$ cat src/hdl/hph_pkg.sv
// Shared types and constants for the hexagon point hit test.
package hph_pkg;

  localparam int REG_BITS      = 11;
  localparam int CFG_IDX_BITS  = 2;
  localparam int CFG_DATA_BITS = 16;
  localparam int K_BITS        = 2 * REG_BITS;
  localparam int NUM_VERT      = 6;

  // Register indexes on the configuration port.
  localparam logic [CFG_IDX_BITS-1:0] CFG_SIDE_LEN   = 2'd0;
  localparam logic [CFG_IDX_BITS-1:0] CFG_HALF_WIDTH = 2'd1;

  localparam logic [REG_BITS-1:0] SIDE_LEN_RESET   = 11'd64;
  localparam logic [REG_BITS-1:0] HALF_WIDTH_RESET = 11'd55;

  // Edges whose endpoint cross product is 2*h*(s/2) instead of h*s.
  localparam logic [NUM_VERT-1:0] EDGE_DOUBLE = 6'b010010;

  typedef struct packed {
    logic [REG_BITS-1:0] side_len;
    logic [REG_BITS-1:0] half_width;
  } hph_cfg_t;

endpackage

$ cat src/hdl/hph_mul_stage.sv
// Second pipeline stage: the products that every vertex cross product is built from.
module hph_mul_stage #(
  parameter int COORD_BITS = 13,
  localparam int PW = COORD_BITS + 12
) (
  input  logic                             clk,
  input  logic                             load,
  input  logic signed [COORD_BITS-1:0]     x,
  input  logic signed [COORD_BITS-1:0]     y,
  input  logic                             box_in,
  input  hph_pkg::hph_cfg_t                cfg,
  output logic signed [PW-1:0]             xs,
  output logic signed [PW-1:0]             xhs,
  output logic signed [PW-1:0]             yh,
  output logic [hph_pkg::K_BITS-1:0]       ks,
  output logic [hph_pkg::K_BITS-1:0]       khs2,
  output logic                             box_out
);

  logic signed [hph_pkg::REG_BITS:0] s12;
  logic signed [hph_pkg::REG_BITS:0] hs12;
  logic signed [hph_pkg::REG_BITS:0] h12;
  logic [hph_pkg::K_BITS-2:0]        khs;

  assign s12  = signed'({1'b0, cfg.side_len});
  assign hs12 = signed'({2'b00, cfg.side_len[hph_pkg::REG_BITS-1:1]});
  assign h12  = signed'({1'b0, cfg.half_width});

  assign khs = (hph_pkg::K_BITS-1)'(cfg.half_width) *
               (hph_pkg::K_BITS-1)'(cfg.side_len[hph_pkg::REG_BITS-1:1]);

  always_ff @(posedge clk) begin
    if (load) begin
      xs      <= PW'(x) * PW'(s12);
      xhs     <= PW'(x) * PW'(hs12);
      yh      <= PW'(y) * PW'(h12);
      ks      <= hph_pkg::K_BITS'(cfg.half_width) * hph_pkg::K_BITS'(cfg.side_len);
      khs2    <= {khs, 1'b0};
      box_out <= box_in;
    end
  end

endmodule

$ cat config.mk
export PLATFORM = sky130hd
export DESIGN_NAME = hph_mul_stage
export DESIGN_NICKNAME = d
export VERILOG_FILES = /design/src/hdl/hph_pkg.sv /design/src/hdl/hph_mul_stage.sv
export SDC_FILE = /design/constraint.sdc
export NUM_CORES = 1
export LEC_CHECK = 0
export BUFFER_PORTS_ARGS = -buffer_cell sky130_fd_sc_hd__buf_2
export CAP_MARGIN = 20
export CORE_ASPECT_RATIO = 1.5
export CORE_MARGIN = 10
export CORE_UTILIZATION = 64
export DETAILED_ROUTE_END_ITERATION = 8
export GPL_ROUTABILITY_DRIVEN = 0
export PLACE_DENSITY = 0.91
export SYNTH_ARGS = -nofsm -noshare
export SYNTH_HDL_FRONTEND = slang
export SYNTH_SLANG_ARGS = --single-unit
$ cat constraint.sdc
create_clock -name clk -period 7.24 [get_ports clk]
set_clock_uncertainty 0.2 [all_clocks]
set_input_delay 0.724 -clock clk [delete_from_list [all_inputs] [get_ports clk]]
set_output_delay 0.724 -clock clk [all_outputs]
set_load 0.1 [all_outputs]
==> impl_metrics.tcl <==
set metrics [dict create \
    antenna_found_initial 12 \
    grt_usage_pct 28.1 \
    dr.pass1.iters 6 \
    die_y_um 250 \
    postPlaceCellArea_um2 23700 \
    synth_edf_count 118 \
    cp_data_arrival_time_ns 6.53 \
    cp_max_fo 24 \
    dr_total_vias 17374 \
    yosys.cell_types.count 65 \
    routed_via_density 5.77 \
    fin_crit_sh_pct 90.1 \
    dp_hpwl_mm 46.3 \
    synth_area_um2 22500 \
    dp_cells 2975 \
    crit_family "adder cells" \
    avgRoutedWirePerCell_um 19.4 \
    drc 0 \
    status "complete, no violations" \
    syn_area_per_cell_um2 9.37 \
    overflow 0 \
    die-area_um2 43300 \
    cts.sinks 118 \
    synth_area_leaders "fa_1 37%, edfxtp_1 16%, ha_1 12%, inv_1 11%, and2_1 4.9%" \
    path_buf_inv 7 \
    crit_type "in -> reg" \
    final_nets 3206 \
    dp_slack_ns 0.446 \
    yosysMostFrequentCell "inv_1" \
    pin_count 171 \
    min_path_type "in -> reg" \
    clkTransAtPathRegs_ns 0.06 \
    hold_viol_final 0 \
    crit_chain "buf_2 -> nand2_1 -> fa_1 -> inv_1 -> fa_1 -> inv_1 -> fa_1 -> inv_1 -> fa_1 -> inv_1 -> fa_1 -> inv_1 -> ha_1 -> inv_1 -> o21ai_0 -> a211oi_1 -> o211ai_1 -> nand2_1 -> o21ai_0 -> xnor2_1" \
    max_freq_mhz 153 \
    grt_start_max_net_pins 67 \
    slowest_delay_ns 0.68 \
    wl_met1_mm 18.3 \
    row_count 84 \
    postCtsSetupBuffers 0 \
    start_kind "input pin" \
    setup_viol 0 \
    drive_above_1_share_pct 8.49 \
    cts_buffers 17 \
    worst_slew_pin_slew_ns 0.855 \
    floorplan.initialDensity_pct 64.6 \
    yosysWarningCount 0 \
    yosys_register_bits 118 \
    slew_viol_final 0 \
    yosysSeqAreaShare_pct 15.7 \
    synth_cells 2405 \
    clock_path_buffers 2 \
    maxSlewHeadroom_pct 43.0 \
    seqCellArea_um2 3540 \
    multi_input_area_um2 16300 \
    fillers 2381 \
    yosys-top-cells-count "646 x inv_1, 416 x fa_1, 272 x nand2_1" \
    grt_pass1_wl_mm 97.3 \
    syn_to_final_growth_pct 7.88 \
    synth.largest_area_cell "fa_1" \
    cts_resized 0 \
    routed-wl-met2_mm 31.7 \
    async_reset_ff_share_pct 0 \
    port_buffers 169 \
    hold_buffers 0 \
    antenna_left 0 \
    grt_pass1_vias 19710 \
    crit_path_end_kind "flip-flop" \
    crit_slowest_cell "fa_1" \
    tritoncts "built" \
    htree_levels 4 \
    cp_common_cell "inv_1" \
    synth_nets 3090 \
    cp_data_required_time_ns 7.25 \
    top_layer_used "met5" \
    drt-total-wl_mm 58.3 \
    rsz0062_at_grt "no" \
    synthFlopType "edfxtp_1" \
    dr_wl_met3_mm 3.96 \
    root_buffer "clkbuf_16" \
    synth_top_area_share_pct 36.9 \
    tns_ns 0 \
    fp.coreArea_um2 34900 \
    final_area_um2 24300 \
    drv_cap 0 \
    fin_cells 3012 \
    timing.final.ws_setup_ns 0.720 \
    min_period_ns 6.52 \
    drtIter0Drc 1443 \
    die_x_um 173 \
]
[cell families (layout without fill, tap and decap cells)]
family	count (synthesis)	in the layout	synth area share (%)
buffers and inverters	726	854	12.1
adder cells (fa/ha/maj)	634	634	49.0
AND/OR/NAND/NOR	617	617	13.2
AO/OA/AOI/OAI	218	218	6.31
flip-flops	118	118	15.7
XOR/XNOR	90	90	3.50
other	1	7	0.0166
multiplexers	1	1	0.0499
[per-layer routing]
metal | GRT usage, % | vias up
li1 | - | 7495
met1 | 26.9 | 8585
met2 | 51.1 | 924
met3 | 6.65 | 358
met4 | 20.8 | 12
met5 | 0 | -
[area by class of cell]
type,count,share of cell area (%)
Antenna cell,6,0.0617
Timing Repair Buffer,177,3.74
Multi-Input combinational cell,1561,66.9
Clock inverter,12,0.561
Inverter,646,9.97
Tap cell,473,2.43
Sequential cell,118,14.6
Clock buffer,19,1.78
[through the flow]
step | hold slack [ns] | util (%)
floorplan | 0.623 | -
global placement | 0.706 | 68.0
detailed placement | 0.710 | 68.0
CTS | 0.219 | 69.7
global route | 0.236 | 69.7
finish | 0.239 | 69.7
[path summary, 6_finish.rpt]
check / startpoint / end / slack (ns) / depth (start not counted)
max: cfg[14] / xs[24]$_DFFE_PP_ / 0.72 / 20
min: box_in / box_out$_DFFE_PP_ / 0.24 / 1
[registers in the layout, indices dropped and copies added (netlist names)]
signal   flops
ks          22
xhs         24
box_out      1
xs          25
yh          25
khs2        21
[placed cells by master, fill, tap and decap left out, types with 4 or more instances in the layout]
master,instances
buf_4,9
nor2b_1,9
nor4_1,5
nor2_1,74
xor2_1,20
or3_1,7
diode_2,6
and3_1,4
nand2b_1,13
xnor2_1,70
o211ai_1,7
or2_2,4
nand2_1,272
and2_1,175
edfxtp_1,118
o21ai_0,41
nand4_1,5
a21oi_1,65
inv_1,646
clkinv_2,4
nor3_1,22
o21ai_1,4
clkbuf_16,17
a31oi_1,7
nor3b_1,4
nand3_1,12
a21o_1,23
fa_1,416
buf_2,168
o21bai_1,6
ha_1,218
a211oi_1,11
o21a_1,16
Power is not shown: default switching activity piles up to over one toggle a cycle in this logic, so the estimate is an artifact.
